$ cat src/rtl/core/prmu_pkg.sv
// Shared types, widths and the factorial table for the permutation unranker.
// No dependencies; every other file of the block imports this package.
package prmu_pkg;

  localparam int RANK_W = 29;
  localparam int ELEM_W = 4;
  localparam int CFG_W  = 4;
  localparam int DATA_W = 32;

  // Token that walks down the cell chain: the running value of one digit.
  typedef struct packed {
    logic              valid;
    logic [ELEM_W-1:0] value;
  } tok_t;

  // Digit held by one cell, with its occupied flag.
  typedef struct packed {
    logic              occ;
    logic [ELEM_W-1:0] digit;
  } slot_t;

  function automatic logic [RANK_W-1:0] fact(input logic [CFG_W-1:0] k);
    logic [RANK_W-1:0] f;
    case (k)
      4'd0:    f = 29'd1;
      4'd1:    f = 29'd1;
      4'd2:    f = 29'd2;
      4'd3:    f = 29'd6;
      4'd4:    f = 29'd24;
      4'd5:    f = 29'd120;
      4'd6:    f = 29'd720;
      4'd7:    f = 29'd5040;
      4'd8:    f = 29'd40320;
      4'd9:    f = 29'd362880;
      4'd10:   f = 29'd3628800;
      4'd11:   f = 29'd39916800;
      4'd12:   f = 29'd479001600;
      default: f = 29'd479001600;
    endcase
    return f;
  endfunction

endpackage

$ cat src/rtl/core/permutation_unrank.sv
// Top level of the lexicographic permutation unranker: control, digit extraction,
// configuration port and output register. Depends on prmu_pkg and prmu_cell.
//
//  channel  | handshake              | payload
//  ---------+------------------------+------------------------------------------
//  rank     | rank_valid / rank_stall| perm_rank[28:0]
//  element  | elem_valid / elem_stall| element_value[3:0], last_element, rank_error
//  config   | APB psel/penable/pready| paddr[2:0], pwdata/prdata[31:0]
//
// Per item: an accept step, then for each position i a factorial subtraction
// loop, a pass of the digit through the cell chain and a write step.
// A rank of n! or more goes from accept straight to the write step and gives
// a single error beat. rst is synchronous and clears control.
// A stalled element beat holds; work on the next position goes on behind it.
module permutation_unrank #(
  parameter int MAX_LEN = 12
) (
  input  logic                          clk,
  input  logic                          rst,
  input  logic                          psel,
  input  logic                          penable,
  input  logic                          pwrite,
  input  logic [2:0]                    paddr,
  input  logic [prmu_pkg::DATA_W-1:0]   pwdata,
  output logic [prmu_pkg::DATA_W-1:0]   prdata,
  output logic                          pready,
  input  logic                          rank_valid,
  output logic                          rank_stall,
  input  logic [prmu_pkg::RANK_W-1:0]   perm_rank,
  output logic                          elem_valid,
  input  logic                          elem_stall,
  output logic [prmu_pkg::ELEM_W-1:0]   element_value,
  output logic                          last_element,
  output logic                          rank_error
);
  import prmu_pkg::*;

  typedef enum logic [3:0] {
    ST_IDLE    = 4'b0001,
    ST_EXTRACT = 4'b0010,
    ST_TRAVEL  = 4'b0100,
    ST_WRITE   = 4'b1000
  } state_t;

  state_t state;

  logic [CFG_W-1:0]  perm_length;
  logic [CFG_W-1:0]  n_eff;
  logic [RANK_W-1:0] rem;
  logic [RANK_W-1:0] fval;
  logic [CFG_W-1:0]  pos;
  logic [ELEM_W-1:0] dig;
  logic [ELEM_W-1:0] res_value;
  logic              err;
  logic              ge;
  logic              accept;
  logic              out_free;
  logic              is_last;
  logic              clear;
  logic              shift;
  tok_t              tok_link  [MAX_LEN+1];
  slot_t             slot_link [MAX_LEN+1];
  logic [MAX_LEN:0]  tok_valid_vec;

  // Configuration: one register at index 0 (paddr[2] low); addresses with paddr[2] high are ignored.
  assign pready = 1'b1;
  assign prdata = (paddr[2] == 1'b0) ? {{(DATA_W-CFG_W){1'b0}}, perm_length} : '0;

  always_ff @(posedge clk) begin
    if (rst) begin
      perm_length <= 4'd12;
    end else if (psel && penable && pwrite && pready && (paddr[2] == 1'b0)) begin
      perm_length <= pwdata[CFG_W-1:0];
    end
  end

  always_comb begin
    n_eff = perm_length;
    if (perm_length == '0) begin
      n_eff = 4'd1;
    end
    if (perm_length > CFG_W'(MAX_LEN)) begin
      n_eff = CFG_W'(MAX_LEN);
    end
  end

  assign rank_stall = (state != ST_IDLE);
  assign accept     = rank_valid && !rank_stall;
  assign out_free   = !elem_valid || !elem_stall;
  assign fval       = fact(n_eff - 4'd1 - pos);
  assign ge         = (rem >= fval);
  assign is_last    = err || (pos == (n_eff - 4'd1));
  assign clear      = accept;
  assign shift      = (state == ST_TRAVEL) && tok_link[MAX_LEN].valid;

  // Launch the finished digit into the chain; insert it behind the token on return.
  assign tok_link[0].valid  = (state == ST_EXTRACT) && !ge;
  assign tok_link[0].value  = dig;
  assign slot_link[0].occ   = 1'b1;
  assign slot_link[0].digit = dig;

  for (genvar k = 0; k < MAX_LEN; k++) begin : g_cell
    prmu_cell u_cell (
      .clk    (clk),
      .rst    (rst),
      .clear  (clear),
      .shift  (shift),
      .slot_i (slot_link[k]),
      .slot_o (slot_link[k+1]),
      .tok_i  (tok_link[k]),
      .tok_o  (tok_link[k+1])
    );
  end

  for (genvar k = 0; k <= MAX_LEN; k++) begin : g_vec
    assign tok_valid_vec[k] = tok_link[k].valid;
  end

  always_ff @(posedge clk) begin
    if (rst) begin
      state      <= ST_IDLE;
      elem_valid <= 1'b0;
    end else begin
      // Drop the taken beat unless a new one is written in this cycle.
      if (elem_valid && !elem_stall && (state != ST_WRITE)) begin
        elem_valid <= 1'b0;
      end
      case (state)
        ST_IDLE: begin
          if (accept) begin
            state <= (perm_rank >= fact(n_eff)) ? ST_WRITE : ST_EXTRACT;
          end
        end
        ST_EXTRACT: begin
          if (!ge) begin
            state <= ST_TRAVEL;
          end
        end
        ST_TRAVEL: begin
          if (tok_link[MAX_LEN].valid) begin
            state <= ST_WRITE;
          end
        end
        ST_WRITE: begin
          if (out_free) begin
            elem_valid <= 1'b1;
            state      <= is_last ? ST_IDLE : ST_EXTRACT;
          end
        end
        default: begin
          state <= ST_IDLE;
        end
      endcase
    end
  end

  always_ff @(posedge clk) begin
    case (state)
      ST_IDLE: begin
        if (accept) begin
          rem       <= perm_rank;
          pos       <= '0;
          dig       <= '0;
          res_value <= '0;
          err       <= (perm_rank >= fact(n_eff));
        end
      end
      ST_EXTRACT: begin
        if (ge) begin
          rem <= rem - fval;
          dig <= dig + 4'd1;
        end
      end
      ST_TRAVEL: begin
        if (tok_link[MAX_LEN].valid) begin
          res_value <= tok_link[MAX_LEN].value;
        end
      end
      ST_WRITE: begin
        if (out_free) begin
          element_value <= err ? '0 : res_value;
          last_element  <= is_last;
          rank_error    <= err;
          pos           <= pos + 4'd1;
          dig           <= '0;
        end
      end
      default: begin
      end
    endcase
  end

  a_err_alone: assert property (@(posedge clk) disable iff (rst)
    elem_valid && rank_error |-> last_element && (element_value == '0))
    else $error("error beat must close the answer with value zero");

  a_value_range: assert property (@(posedge clk) disable iff (rst)
    elem_valid && !rank_error |-> element_value < n_eff)
    else $error("element value outside permutation length");

  a_one_token: assert property (@(posedge clk) disable iff (rst)
    $countones(tok_valid_vec) <= 1)
    else $error("more than one token in the cell chain");

  a_busy_no_accept: assert property (@(posedge clk) disable iff (rst)
    (state == ST_TRAVEL) |-> rank_stall && !tok_link[0].valid)
    else $error("chain busy while a new digit or rank enters");

endmodule

$ cat src/rtl/core/prmu_cell.sv
// One cell of the digit chain: holds an earlier digit and bumps the passing token.
// Depends on prmu_pkg for the token and slot types.
module prmu_cell (
  input  logic           clk,
  input  logic           rst,
  input  logic           clear,
  input  logic           shift,
  input  prmu_pkg::slot_t slot_i,
  output prmu_pkg::slot_t slot_o,
  input  prmu_pkg::tok_t  tok_i,
  output prmu_pkg::tok_t  tok_o
);
  import prmu_pkg::*;

  logic              bump;
  logic              tok_valid;
  logic [ELEM_W-1:0] tok_value;
  logic              slot_occ;
  logic [ELEM_W-1:0] slot_digit;

  // An earlier digit at or below the running value pushes it up by one.
  assign bump = slot_occ && (slot_digit <= tok_i.value);

  assign tok_o.valid  = tok_valid;
  assign tok_o.value  = tok_value;
  assign slot_o.occ   = slot_occ;
  assign slot_o.digit = slot_digit;

  always_ff @(posedge clk) begin
    if (rst) begin
      tok_valid <= 1'b0;
      slot_occ  <= 1'b0;
    end else begin
      tok_valid <= tok_i.valid;
      if (clear) begin
        slot_occ <= 1'b0;
      end else if (shift) begin
        slot_occ <= slot_i.occ;
      end
    end
  end

  always_ff @(posedge clk) begin
    tok_value <= tok_i.value + {{(ELEM_W-1){1'b0}}, bump};
    if (shift) begin
      slot_digit <= slot_i.digit;
    end
  end

endmodule

$ cat config.mk
export PLATFORM = sky130hd
export DESIGN_NAME = permutation_unrank
export DESIGN_NICKNAME = d
export VERILOG_FILES = /design/src/rtl/core/prmu_pkg.sv /design/src/rtl/core/permutation_unrank.sv /design/src/rtl/core/prmu_cell.sv
export SDC_FILE = /design/constraint.sdc
export NUM_CORES = 1
export LEC_CHECK = 0
export BUFFER_PORTS_ARGS = -buffer_cell sky130_fd_sc_hd__buf_2
export CELL_PAD_IN_SITES_DETAIL_PLACEMENT = 1
export CELL_PAD_IN_SITES_GLOBAL_PLACEMENT = 2
export CORE_MARGIN = 4
export CORE_UTILIZATION = 40
export CTS_CLUSTER_DIAMETER = 120
export CTS_CLUSTER_SIZE = 14
export DETAILED_ROUTE_END_ITERATION = 6
export PLACE_DENSITY_LB_ADDON = 0.1
export SLEW_MARGIN = 10
export SYNTH_ARGS = -nofsm -noshare
export SYNTH_HDL_FRONTEND = slang
export SYNTH_SLANG_ARGS = --single-unit
export TNS_END_PERCENT = 20
$ cat constraint.sdc
create_clock -name clk -period 17.1 [get_ports clk]
set_clock_uncertainty 0.15 [all_clocks]
set_input_delay 1.71 -clock clk [delete_from_list [all_inputs] [get_ports clk]]
set_output_delay 1.71 -clock clk [all_outputs]
set_load 0.02 [all_outputs]
Word level (Yosys, flattened, before mapping)

Memory sizes are Yosys's and may differ from the RTL's.
Index checks and enable logic that the tools add are counted.

$add $sub $neg: 17
Equal/unequal tests: 12
Muxes and demuxes: 29
Reduce and logical (&&, ||, !) cells: 39
Bitwise operators: 1
$lt $le $gt $ge: 16

Operators by type and width:

| cell                | count |
|---|---|
| $mux 29             | 7 |
| $ge 29x29->1        | 3 |
| $pmux 29 s2         | 1 |
| $mux 4              | 13 |
| $add 4x1->4         | 12 |
| $le 4x4->1          | 12 |
| $sub 29x29->29      | 1 |
| $logic_and 1x1->1   | 20 |
| $pmux 4 s2          | 2 |
| $pmux 4 s4          | 1 |
| $pmux 4 s3          | 1 |
| $reduce_and 3->1    | 3 |
| $add 4x1->4 const B | 2 |
| $ne 2x2->1 const B  | 4 |
| $reduce_and 4->1    | 2 |
| $reduce_bool 2->1   | 3 |
| $eq 4x1->1 const B  | 1 |
| $eq 4x2->1 const B  | 1 |
| $eq 4x3->1 const B  | 1 |
| $eq 4x4->1          | 1 |
| $eq 4x4->1 const B  | 1 |
| $gt 4x4->1 const B  | 1 |
| $logic_not 1->1     | 4 |
| $logic_not 4->1     | 1 |
| other kinds (12)    | 16 |

ROM bits: 1,344
Input port bits: 71
Memories: 3
Output and inout bits: 41
Bits in registers: 177

Memories:

| name             | depth | bits a word | rd ports | clocked after memory_dff | write ports | line           | source |
|---|---|---|---|---|---|---|---|
| (name not given) | 16    | 28          | 1        | 0                        | 0           | prmu_pkg.sv:24 | `case (k)` |
| (name not given) | 16    | 28          | 1        | 0                        | 0           | prmu_pkg.sv:24 |  |
| (name not given) | 16    | 28          | 1        | 0                        | 0           | prmu_pkg.sv:24 |  |

Depth between registers and ports, before layout

Gate-level depths: netlist (run 1).
An unclocked memory read counts as a cell.

Depth in word-level cells: 11
Mapped depth: 25

Modules after synthesis

Synthesis (run 1) repeated with hierarchy kept, for this count alone.

Cell total of the unflattened synthesis: 1,030
Area, all modules: 10,570.1 um^2

By module, submodules not included:

| module             | instances | cells each | sequential area each (um^2) | area an instance (um^2) |
|---|---|---|---|---|
| permutation_unrank | 1         | 622        | 1,621.6                     | 5,330.1 |
| prmu_cell          | 12        | 34         | 240.2                       | 436.7 |

Worst setup path after synthesis (run 1)

OpenSTA, ideal clock, no wires.

Path kind: reg2reg
Start: reg perm_length[1]
End: reg rem[0], enable pin
Data arrival time: 4.855 ns
Setup time: 0.386 ns
Stages on the path, launching flop included: 24
Clock period less this slack: 5.392 ns
Buffers on the path: 2
Setup slack: 11.708 ns
Cells stage by stage: dfxtp_1 -> clkbuf_1 -> nor2_1 -> nor2_1 -> nor2_1 -> a21oi_1 -> ha_1 -> inv_1 -> ha_1 -> ha_1 -> o21ai_0 -> nand2b_1 -> xor2_1 -> clkbuf_1 -> nand2_1 -> ha_1 -> and3_1 -> and4_1 -> a21boi_0 -> a21bo_2 -> a21oi_1 -> o21ai_0 -> nand2_1 -> nand2_1

Cells in the longest elaborated chain, start to end: 9
Elaborated cells between the ends (all ways): 10
Those cells by class: add/sub (2); order compare (2); eq/ne (1); mux (2); reduce/logical (2); memory (1)

RTL lines:

| element                                                            | line                      | source |
|---|---|---|
| start: declaration                                                 | permutation_unrank.sv:47  | `logic [CFG_W-1:0] perm_length;` |
| start signal: assignment                                           | permutation_unrank.sv:73  | `perm_length <= pwdata[CFG_W-1:0];` |
| parallel branches: the longest is 2 deep, another holds $gt 4x4->1 | --                        |  |
| $mux 4 (*)                                                         | permutation_unrank.sv:82  | `if (perm_length > CFG_W'(MAX_LEN)) begin` |
| $sub 4x1->4 (*)                                                    | permutation_unrank.sv:90  | `assign fval = fact(n_eff - 4'd1 - pos);` |
| $sub 4x4->4 (*)                                                    | permutation_unrank.sv:90  |  |
| $mem_v2 16x28 (*)                                                  | --                        |  |
| $ge 29x29->1 (*)                                                   | permutation_unrank.sv:91  | `assign ge = (rem >= fval);` |
| $ne 2x2->1 (no line) (*)                                           | --                        |  |
| $reduce_and 3->1 (no line) (*)                                     | --                        |  |
| end signal: assignment                                             | permutation_unrank.sv:161 | `rem <= perm_rank;` |
| end signal: assignment                                             | permutation_unrank.sv:170 | `rem <= rem - fval;` |
| end: declaration                                                   | permutation_unrank.sv:49  | `logic [RANK_W-1:0] rem;` |

Every way passes the cells marked *.
A chain may end at the register's enable or synchronous reset.

Final worst setup path (run 1)

Start: reg perm_length[2]
End: reg dig[2], enable pin

Cells in the longest elaborated chain, start to end: 9
Elaborated cells between the ends (all ways): 10
Those cells by class: add/sub (2); order compare (2); eq/ne (1); mux (2); reduce/logical (2); memory (1)

RTL lines:

| element                                                            | line                      | source |
|---|---|---|
| parallel branches: the longest is 2 deep, another holds $gt 4x4->1 | --                        |  |
| $mux 4 (*)                                                         | permutation_unrank.sv:82  |  |
| $sub 4x1->4 (*)                                                    | permutation_unrank.sv:90  |  |
| $sub 4x4->4 (*)                                                    | permutation_unrank.sv:90  |  |
| $mem_v2 16x28 (*)                                                  | --                        |  |
| $ge 29x29->1 (*)                                                   | permutation_unrank.sv:91  |  |
| $ne 2x2->1 (no line) (*)                                           | --                        |  |
| $reduce_and 4->1 (no line) (*)                                     | --                        |  |
| end signal: assignment                                             | permutation_unrank.sv:171 | `dig <= dig + 4'd1;` |
| end: declaration                                                   | permutation_unrank.sv:52  | `logic [ELEM_W-1:0] dig;` |

Marks and branches as above.

==> results.md, run 1 <==
* Status: completed
* Final setup viols at 0
* Synth top cells by count: 142 x ha_1, 96 x edfxtp_1, 95 x nand2_1
* Clock power share at 17.8%
* Sequential share of power at a little over 30%
* Tot Pwr at around 2.2 mW
* Register area share after synthesis at between 40% and 50%
* Comb pwr share at between 50 and 60%
* Final HPWL DP at roughly 18000 um
* Buf/Inv on CP at 2
* CP max stage cell: a311oi_1
* CP top delay family: compound AO/OA/AOI/OAI gates
* First DRT Iteration DRCs at around 320
* Pin count of the biggest net entering global routing at 64
* Cell taking the most area after synthesis: edfxtp_1
* CP arrival at 6840 ps
* Chip width at 167 um
* ANT cells at 0
* Top cell by count, worst path: ha_1
* Die area at about 28000 um^2
* Critical path startpoint category: register
* Final Hold Viols at 0
* Register Area at about 4500 um^2
* CTS tree: yes
* Post-place instance area at ~11000 um^2
* I/O Buffers at 52
* Core region area at between 20000 and 30000 um^2
* F_max at between 0.1 and 0.15 GHz
* Vias in the first global route at between 7000 and 8000
* Vias post-DR at between 7000 and 8000
* Switching share of power at around 43%
* Setup Buffers After CTS at 0
* Final Critical Period at 6940 ps
* Measured slew at the worst slew-check pin at ~890 ps
* Layout net count at about 1300
* CP max stage delay at ~720 ps
* I/O pin total at 112
* Leak at 4.85 nW
* Maximum root-to-sink buffer count at 2
* CP Capture Type: register
* Psw at between 0.9 and 1 mW
* Design area at 11300 um^2
* Die Y at 167 um
* Crit-path cells: inv_1 -> a21oi_1 -> ha_1 -> inv_1 -> ha_1 -> ha_1 -> o21ai_0 -> nand2b_1 -> xor2_1 -> nand2_1 -> ha_1 -> and3_1 -> and4_1 -> a21boi_0 -> a21bo_2 -> a21oi_1 -> o21ai_0 -> nor2_1 -> a311oi_1
* Worst EP required at 17000 ps
* CTS H-Tree Depth at 4
* CTS root buf: clkbuf_16
* Total grt overflow at 0
* Vias per cell at slightly above 5
* Avg WL per Cell at around 16 um
* Global Route Usage Sum at between 10% and 20%
* Synth cell types at 61
* Pint at approximately 1.2 mW
* Initial antenna violation count at 0
* Worst slew margin at between 40% and 50%
* RSZ-0062 raised after global routing: false
* First-pass GRT wire length at 36800 um
* TritonCTS Buffers at 17
* Post-CTS Hold Buffers at 0
* Cells after Synth at 1002
* Max-Cap Viols at 0
* Slew Viols, Final at 0
* Post-synth top area share at between 20% and 30%
* Top cells by area, synth: edfxtp_1 28%, ha_1 17%, dfxtp_1 16%
* Post-route antenna net violation count at 0
* Fin Setup TNS at 0 ps
* Post-route DRC at 0
* Cts repair resizes at 0
* Warnings, synthesis at 0
* Max VDD drop at just under 0.08 mV
* Avg Inst Size Synth at 10.2 um^2
* HP Class: reg -> reg
* Combined area of the multi-input logic cells at a little over 5000 um^2
* Cell with the most instances after synthesis: ha_1
* Final core utilization at 44.8%
* Initial Utilization at 40.5%
* Dominant synthesized flop cell: edfxtp_1
* PwrDens at just under 200 nW/um^2
* Clock Sinks at between 150 and 200
* Cell row count at 58
* Type of the worst setup path: reg -> reg
* Share of layout cells above drive strength 1 at a little under a tenth
* Post-Syn Area at about 10000 um^2
* Fin crit share at 40.6%
* Asr flop ratio synth at 0%
* Flop and latch count out of synthesis at ~180
* First drt pass iteration count at 4
* Clock-pin slew on the worst setup and hold paths at approximately 70 ps
* RD Place Congestion at around 0.79
* Fillers at about 2800
* EDFF count, synth at 96
* Crit Path Max Fanout at 15
* Area growth, synth to finish at 10.7%
* Final WL at approximately 23000 um
* Worst hold slack at about 280 ps
* Clock Latency Late Sink at around 430 ps
[stage by stage]
step,std cells,worst slack [ps]
after floorplan,1029,11710
after global placement,1364,10180
after detailed placement,1364,10210
after CTS,1396,10130
after global routing,1396,9640
final,1396,10160
[cells in the final DEF (no fill, tap or decap), drive strengths merged, types with 3 or more instances in the layout]
cell	netlist	routed
xnor2	30	30
nor3	11	11
and3	4	4
buf	29	55
a21o	16	16
a41oi	13	13
o21ai	63	63
or3	5	5
nand2	95	95
nand4	5	5
a21oi	64	64
a31oi	6	6
nand3	21	21
ha	142	142
inv	80	86
nand3b	3	3
and4	6	6
nor2	43	43
and2	8	8
edfxtp	96	96
dfxtp	81	81
nand4b	4	4
clkinvlp	0	4
clkinv	0	4
a211oi	8	8
o221ai	3	3
nor2b	47	47
nand2b	20	20
o21a	4	4
xor2	27	27
a21boi	5	5
o21bai	4	4
o211ai	3	3
conb	2	29
clkbuf	21	18
[cell type report]
class	count	area share [%]
clock buffer	18	3.90
inverter	80	2.67
sequential	177	40.0
timing repair buffer	55	2.51
clock inverter	14	1.29
multi-input combinational	722	46.0
tap	330	3.67
[flip-flops by register name, summed over array words and instances, names as in the netlist]
| signal | cells |
|---|---|
| element_value | 4 |
| g_cell.u_cell.tok_value | 48 |
| rem | 29 |
| rank_error | 1 |
| g_cell.u_cell.slot_digit | 48 |
| dig | 4 |
| pos | 4 |
| err | 1 |
| state | 4 |
| perm_length | 4 |
| res_value | 4 |
| g_cell.u_cell.slot_occ | 12 |
| last_element | 1 |
| elem_valid | 1 |
| g_cell.u_cell.tok_valid | 12 |
[power groups by stage]
stage          Sequential [mW]  Clock (mW)  Combinational, mW
2_1_floorplan            0.645           0              0.877
3_5_place_dp             0.672           0               1.15
5_1_grt                  0.677       0.420               1.30
6_report                 0.661       0.390               1.14
4_1_cts                  0.664       0.400               1.16
3_3_place_gp             0.670           0               1.14
[cells by family after synthesis]
kind of cell / Yosys count / synth area share [%]
simple gates: 279 / 13.8
mux: 3 / 0.308
xor+xnor: 57 / 4.91
compound gates: 210 / 12.9
other cells: 2 / 0.0738
flops: 177 / 44.3
buf+inv: 130 / 5.88
fa+ha+maj: 144 / 17.9
[final timing paths]
path,slack (ps),endpoint,depth (start not counted),startpoint
setup reg to reg,10160,dig[2],19,perm_length[2]
hold reg to reg,280,g_cell[9].u_cell.tok_valid,1,g_cell[8].u_cell.tok_valid
setup / recovery,10160,dig[2],19,perm_length[2]
hold / removal,280,g_cell[9].u_cell.tok_valid,1,g_cell[8].u_cell.tok_valid
[worst reg2reg max path: stages (launching register included)]
cell and delay, ps:
dfxtp_1 610, inv_1 260, a21oi_1 370, ha_1 210, inv_1 40, ha_1 270
ha_1 370, o21ai_0 110, nand2b_1 130, xor2_1 630, nand2_1 420, ha_1 520
and3_1 250, and4_1 310, a21boi_0 230, a21bo_2 260, a21oi_1 130, o21ai_0 440
nor2_1 110, a311oi_1 720
[per-layer routing]
metal | global-route usage [%] | part of all wire [%] | up-vias
met1 | 24.3 | 52 | 3357
met5 | 0 | 0 | -
met2 | 24.9 | 44 | 111
met3 | 2.62 | 3.8 | 13
met4 | 3.81 | 0.83 | 0
li1 | - | - | 3599
(Power assumes the default switching activity.)
==> run 2: changes to the inputs <==
--- a/config.mk
+++ b/config.mk
@@ -9,7 +9,7 @@
 export CELL_PAD_IN_SITES_DETAIL_PLACEMENT = 1
 export CELL_PAD_IN_SITES_GLOBAL_PLACEMENT = 2
 export CORE_MARGIN = 4
-export CORE_UTILIZATION = 40
+export CORE_UTILIZATION = 38
 export CTS_CLUSTER_DIAMETER = 120
 export CTS_CLUSTER_SIZE = 14
 export DETAILED_ROUTE_END_ITERATION = 6
==> constraint.sdc (replaced) <==
create_clock -name clk -period 7.2 [get_ports clk]
set_clock_uncertainty 0.15 [all_clocks]
set_input_delay 0.72 -clock clk [delete_from_list [all_inputs] [get_ports clk]]
set_output_delay 0.72 -clock clk [all_outputs]
set_load 0.02 [all_outputs]
==> run 2 against run 1 <==
First-iteration DRC count decreased by 12%. Register-to-register slack got worse by 9300 ps. Global-route usage increased by 0.18 points. Clock power increased by 140%. Maximum frequency increased by 9.0%. Via count increased by 1.2%. Cell count increased by 0.64%. Final area increased by 0.30%. Largest power group unchanged.
==> results.md, run 2 (synthesized netlist as in run 1, its figures left out) <==
* Status: completed (unchanged)
* F_max at 0.157 GHz (was 0.144 GHz)
* CP Depth at 18 (was 19)
* Vias post-DR at 7166 (was 7080)
* Final HPWL DP at 18300 um (was 17800 um)
* ANT cells at 0 (unchanged)
* CTS H-Tree Depth at 4 (unchanged)
* Post-CTS Hold Buffers at 0 (unchanged)
* CP max stage delay at 660 ps (was 720 ps)
* Comb pwr share at 52.3% (was 52.1%)
* Maximum root-to-sink buffer count at 2 (unchanged)
* Global Route Usage Sum at 16.5% (was 16.3%)
* Initial Utilization at 38.8% (was 40.5%)
* Reg2reg end: rem[0] (was dig[2])
* Core region area at 26200 um^2 (was 25100 um^2)
* Critical path startpoint category: register (unchanged)
* CP max stage cell: dfxtp_1 (was a311oi_1)
* R2R depth at 18 (was 19)
* Leak at 4.88 nW (was 4.85 nW)
* Max VDD drop at 0.176 mV (was 0.0783 mV)
* Avg WL per Cell at 16.8 um (was 16.4 um)
* Cell row count at 59 (was 58)
* CP startpoint: perm_length[2] (unchanged)
* Fin crit share at 88.5% (was 40.6%)
* Clock Sinks at 177 (unchanged)
* Chip width at 172 um (was 167 um)
* I/O pin total at 112 (unchanged)
* Crit-path cells: inv_1 -> a21oi_1 -> ha_1 -> inv_1 -> ha_1 -> ha_1 -> xnor2_1 -> nand2_1 -> ha_1 -> and3_1 -> and4_1 -> a21boi_0 -> a21bo_2 -> a21oi_1 -> o21ai_0 -> nand2_1 -> nand2_1 -> buf_4 (was inv_1 -> a21oi_1 -> ha_1 -> inv_1 -> ha_1 -> ha_1 -> o21ai_0 -> nand2b_1 -> xor2_1 -> nand2_1 -> ha_1 -> and3_1 -> and4_1 -> a21boi_0 -> a21bo_2 -> a21oi_1 -> o21ai_0 -> nor2_1 -> a311oi_1)
* Slew Viols, Final at 0 (unchanged)
* Psw at 2.27 mW (was 0.943 mW)
* Setup crit end: rem[0] (was dig[2])
* Worst EP required at 7120 ps (was 17000 ps)
* I/O Buffers at 52 (unchanged)
* Pin count of the biggest net entering global routing at 64 (unchanged)
* Commonest cells after routing, fill and taps aside: 142 x ha_1, 96 x edfxtp_1, 95 x nand2_1 (was 142 x ha_1, 96 x edfxtp_1, 94 x nand2_1)
* Reg-to-reg slack, setup at 830 ps (was 10160 ps)
* Worst slew margin at 46.7% (was 40.2%)
* CTS root buf: clkbuf_16 (unchanged)
* Fin Setup TNS at 0 ps (unchanged)
* Vias in the first global route at 7372 (was 7058)
* Die area at 29500 um^2 (was 28000 um^2)
* HP Class: reg -> reg (unchanged)
* Sequential share of power at 29.9% (was 30.2%)
* RSZ-0062 raised after global routing: false (unchanged)
* Vias per cell at 5.10 (was 5.07)
* Final Hold Viols at 0 (unchanged)
* Met2 Use GR at 25.7% (was 24.9%)
* Post-route DRC at 0 (unchanged)
* Dpl ws at 917 ps (was 10210 ps)
* Post-place instance area at 10700 um^2 (about the same)
* First-pass GRT wire length at 38200 um (was 36800 um)
* Clock-pin slew on the worst setup and hold paths at 70 ps (about the same)
* PwrDens at 464 nW/um^2 (was 195 nW/um^2)
* Post-route antenna net violation count at 0 (unchanged)
* Crit Path Max Fanout at 29 (was 15)
* Pint at 2.98 mW (was 1.25 mW)
* Initial antenna violation count at 0 (unchanged)
* RD Place Congestion at 0.774 (was 0.793)
* Worst hold slack at 292 ps (was 281 ps)
* First drt pass iteration count at 5 (was 4)
* Die Y at 172 um (was 167 um)
* Design area at 11300 um^2 (about the same)
* Layout net count at 1272 (was 1268)
* Share of layout cells above drive strength 1 at 9.44% (was 9.19%)
* Area growth, synth to finish at 11.0% (was 10.7%)
* R2r startpoint: perm_length[2] (unchanged)
* CP top delay family: compound AO/OA/AOI/OAI gates (unchanged)
* Type of the worst setup path: reg -> reg (unchanged)
* Total grt overflow at 0 (unchanged)
* Cts repair resizes at 0 (unchanged)
* Fillers at 2952 (was 2834)
* Top Usage Layer GRT: met2 (unchanged)
* Measured slew at the worst slew-check pin at 800 ps (was 892 ps)
* CP arrival at 6300 ps (was 6840 ps)
* Met1 Use GR at 23.8% (was 24.3%)
* TritonCTS Buffers at 17 (unchanged)
* CP Capture Type: register (unchanged)
* Clock power share at 17.7% (was 17.8%)
* Final setup viols at 0 (unchanged)
* CTS tree: yes (unchanged)
* Buf/Inv on CP at 3 (was 2)
* Switching share of power at 43.2% (was 43.0%)
* Most common cell after layout, fill and taps aside: ha_1 (unchanged)
* Max-Cap Viols at 0 (unchanged)
* Final Critical Period at 6370 ps (was 6940 ps)
* Clock Latency Late Sink at 440 ps (was 430 ps)
* First DRT Iteration DRCs at 285 (was 323)
* Setup Buffers After CTS at 0 (unchanged)
* Top cell by count, worst path: ha_1 (unchanged)
* Regs by FF count: g_cell.u_cell.slot_digit: 48 flops, g_cell.u_cell.tok_value: 48 flops, rem: 29 flops (unchanged)
* Setup slack after layout at 829 ps (was 10160 ps)
* Final WL at 23600 um (was 22900 um)
* Grt met3 use at 2.85% (was 2.62%)
## run 2: final cells by class
cell class	count	area (um^2)	share of cell area (%)
Multi-Input combinational cell	722	5170	45.8
Timing Repair Buffer	59	313	2.77
Clock buffer	17	425	3.77
Inverter	80	300	2.66
Sequential cell	177	4500	39.9
Clock inverter	15	159	1.41
Tap cell	335	419	3.71
## run 2: stage by stage
step | power (mW) | util [%] | std cells
floorplan | 3.61 | - | 1029
global placement | 4.33 | 40.9 | 1373
detailed placement | 4.35 | 40.9 | 1373
CTS | 5.32 | 43.1 | 1405
global route | 5.75 | 43.1 | 1405
finish | 5.24 | 43.1 | 1405
## run 2: worst min path at each step
stage,depth (start not counted),end,from
finish,1,g_cell[6].u_cell.tok_valid,g_cell[5].u_cell.tok_valid
global route,1,g_cell[6].u_cell.tok_valid,g_cell[5].u_cell.tok_valid
CTS,1,g_cell[10].u_cell.tok_valid,g_cell[9].u_cell.tok_valid
detailed placement,1,g_cell[5].u_cell.tok_valid,g_cell[4].u_cell.tok_valid
global placement,1,g_cell[10].u_cell.tok_valid,g_cell[9].u_cell.tok_valid
floorplan,1,g_cell[10].u_cell.tok_valid,g_cell[9].u_cell.tok_valid
## run 2: metal layers
metal | wire [um] | vias up
li1 | - | 3607
met1 | 12200 | 3427
met2 | 10400 | 116
met3 | 748 | 16
met4 | 276 | 0
met5 | 0 | -
## run 2: power by group through the flow
stage	Clock [mW]	Sequential [mW]	Combinational [mW]
3_3_place_gp	0	1.59	2.74
2_1_floorplan	0	1.53	2.08
4_1_cts	0.958	1.58	2.78
6_report	0.929	1.57	2.74
3_5_place_dp	0	1.59	2.76
5_1_grt	0.996	1.61	3.15
==> run 3: changes to the inputs <==
--- a/config.mk
+++ b/config.mk
@@ -14,6 +14,7 @@
 export CTS_CLUSTER_SIZE = 14
 export DETAILED_ROUTE_END_ITERATION = 6
 export PLACE_DENSITY_LB_ADDON = 0.1
+export REMOVE_ABC_BUFFERS = 1
 export SLEW_MARGIN = 10
 export SYNTH_ARGS = -nofsm -noshare
 export SYNTH_HDL_FRONTEND = slang
==> run 3 against run 2 <==
Hold slack got worse by 3.6 ps. Cell count stayed put. Wire length is 1.6% higher. Setup slack gained 330 ps. Sequential share of layout area fell by 0.18 points. Critical path depth grew 4. Sequential power barely moved. Final area is 0.47% higher. Non-clock buffer count did not move. Sequential cell count unchanged. Die area is the same. Clock-buffer cell count did not move. Critical path type unchanged. Largest power group unchanged.
==> results.md, run 3 (synthesized netlist as in run 1, its figures left out) <==
* Maximum root-to-sink buffer count at 2 (unchanged)
* CP top delay family: compound AO/OA/AOI/OAI gates (unchanged)
* Cts repair resizes at 0 (unchanged)
* Post-route DRC at 0 (unchanged)
* Worst EP required at 7120 ps (about the same)
* Initial antenna violation count at 1 (was 0)
* Final Critical Period at 6050 ps (was 6370 ps)
* Post-CTS Hold Buffers at 0 (unchanged)
* I/O pin total at 112 (unchanged)
* Setup slack after layout at 1150 ps (was 829 ps)
* Tot Pwr at 5.34 mW (was 5.24 mW)
* Cell row count at 59 (unchanged)
* Dpl ws at 1170 ps (was 917 ps)
* First drt pass iteration count at 4 (was 5)
* Design area at 11300 um^2 (about the same)
* Crit Path Max Fanout at 29 (unchanged)
* RSZ-0062 raised after global routing: false (unchanged)
* Measured slew at the worst slew-check pin at 1050 ps (was 800 ps)
* Initial Utilization at 38.8% (unchanged)
* Avg WL per Cell at 17.0 um (was 16.8 um)
* Max VDD drop at 0.160 mV (was 0.176 mV)
* RD Place Congestion at 0.782 (was 0.774)
* Total grt overflow at 0 (unchanged)
* Clock-pin slew on the worst setup and hold paths at 90 ps (was 70 ps)
* PwrDens at 471 nW/um^2 (was 464 nW/um^2)
* Vias per cell at 5.08 (was 5.10)
* Global Route Usage Sum at 16.8% (was 16.5%)
* Vias post-DR at 7135 (was 7166)
* Fin crit share at 84.0% (was 88.5%)
* Clock Sinks at 177 (unchanged)
* Type of the worst setup path: reg -> reg (unchanged)
* CTS tree: yes (unchanged)
* Die Y at 172 um (unchanged)
* Layout net count at 1272 (unchanged)
* Regs by FF count: g_cell.u_cell.slot_digit: 48 flops, g_cell.u_cell.tok_value: 48 flops, rem: 29 flops (unchanged)
* Crit-path cells: inv_1 -> a21oi_1 -> ha_1 -> inv_1 -> ha_1 -> ha_1 -> o21ai_0 -> nand2b_1 -> xor2_1 -> buf_4 -> nand2_1 -> buf_4 -> ha_1 -> and3_1 -> and4_1 -> a21boi_0 -> a21bo_2 -> a21oi_1 -> o21ai_0 -> nand2_1 -> nand2_1 -> buf_4 (was inv_1 -> a21oi_1 -> ha_1 -> inv_1 -> ha_1 -> ha_1 -> xnor2_1 -> nand2_1 -> ha_1 -> and3_1 -> and4_1 -> a21boi_0 -> a21bo_2 -> a21oi_1 -> o21ai_0 -> nand2_1 -> nand2_1 -> buf_4)
* First-pass GRT wire length at 39100 um (was 38200 um)
* ANT cells at 0 (unchanged)
* Chip width at 172 um (unchanged)
* Vias in the first global route at 7427 (was 7372)
* Core region area at 26200 um^2 (unchanged)
* Buf/Inv on CP at 5 (was 3)
* Pin count of the biggest net entering global routing at 64 (unchanged)
* First DRT Iteration DRCs at 370 (was 285)
* Status: completed (unchanged)
* Most common cell after layout, fill and taps aside: ha_1 (unchanged)
* Fin Setup TNS at 0 ps (unchanged)
* F_max at 0.165 GHz (was 0.157 GHz)
* Die area at 29500 um^2 (unchanged)
* Post-route antenna net violation count at 0 (unchanged)
* CTS H-Tree Depth at 4 (unchanged)
* Setup Buffers After CTS at 0 (unchanged)
* Final HPWL DP at 18200 um (was 18300 um)
* Critical path startpoint category: register (unchanged)
* Leak at 4.90 nW (was 4.88 nW)
* I/O Buffers at 52 (unchanged)
* Max-Cap Viols at 0 (unchanged)
* Slew Viols, Final at 0 (unchanged)
* Commonest cells after routing, fill and taps aside: 142 x ha_1, 96 x edfxtp_1, 95 x nand2_1 (unchanged)
* CTS root buf: clkbuf_16 (unchanged)
* Clock Latency Late Sink at 440 ps (about the same)
* Final setup viols at 0 (unchanged)
* Final Hold Viols at 0 (unchanged)
* Worst slew margin at 28.4% (was 46.7%)
* Final core utilization at 43.3% (was 43.1%)
* Final WL at 23900 um (was 23600 um)
* CP Capture Type: register (unchanged)
* CP arrival at 5960 ps (was 6300 ps)
* TritonCTS Buffers at 17 (unchanged)
* Area growth, synth to finish at 11.5% (was 11.0%)
* CP max stage cell: dfxtp_1 (unchanged)
* Post-place instance area at 10700 um^2 (unchanged)
* CP max stage delay at 620 ps (was 660 ps)
* Top cell by count, worst path: ha_1 (unchanged)
* Share of layout cells above drive strength 1 at 9.44% (unchanged)
* HP Class: reg -> reg (unchanged)
[run 3: cell types whose count changed in the layout (fill, tap and decap cells not counted), sizes merged]
cell	change
clkinvlp	-1
inv	+2
clkinv	-1
[run 3: layout make-up]
class	count	area (um^2)
Fill cell	2935	14900
Clock buffer	17	425
Sequential cell	177	4500
Inverter	80	300
Clock inverter	15	211
Multi-Input combinational cell	722	5170
Tap cell	335	419
Timing Repair Buffer	59	313
[run 3: final timing paths]
path / start / to / slack (ps) / cells after the start
max reg2reg: perm_length[2] / rem[18] / 1150 / 22
min reg2reg: g_cell[4].u_cell.tok_valid / g_cell[5].u_cell.tok_valid / 290 / 1
min: g_cell[4].u_cell.tok_valid / g_cell[5].u_cell.tok_valid / 290 / 1
max: perm_length[2] / rem[18] / 1150 / 22
[run 3: layer usage]
metal	vias to the layer above	global-route usage, %	routed length (um)
met5	-	0	0
met4	0	3.86	268
met3	15	2.87	697
met2	88	26.9	11000
met1	3428	23.9	11900
li1	3604	-	-
[run 3: power breakdown]
part           leakage [nW]  switching [mW]  internal, mW
clock                 0.306           0.499         0.488
combinational          3.04            1.64          1.13
sequential             1.56           0.199          1.38
total                  4.90            2.33          3.01
[run 3: per-stage QoR]
step                      cells  hold slack (ps)
after detailed placement   1373              275
after floorplan             979              264
after CTS                  1405              300
after global routing       1405              307
final                      1405              289
after global placement     1373              266
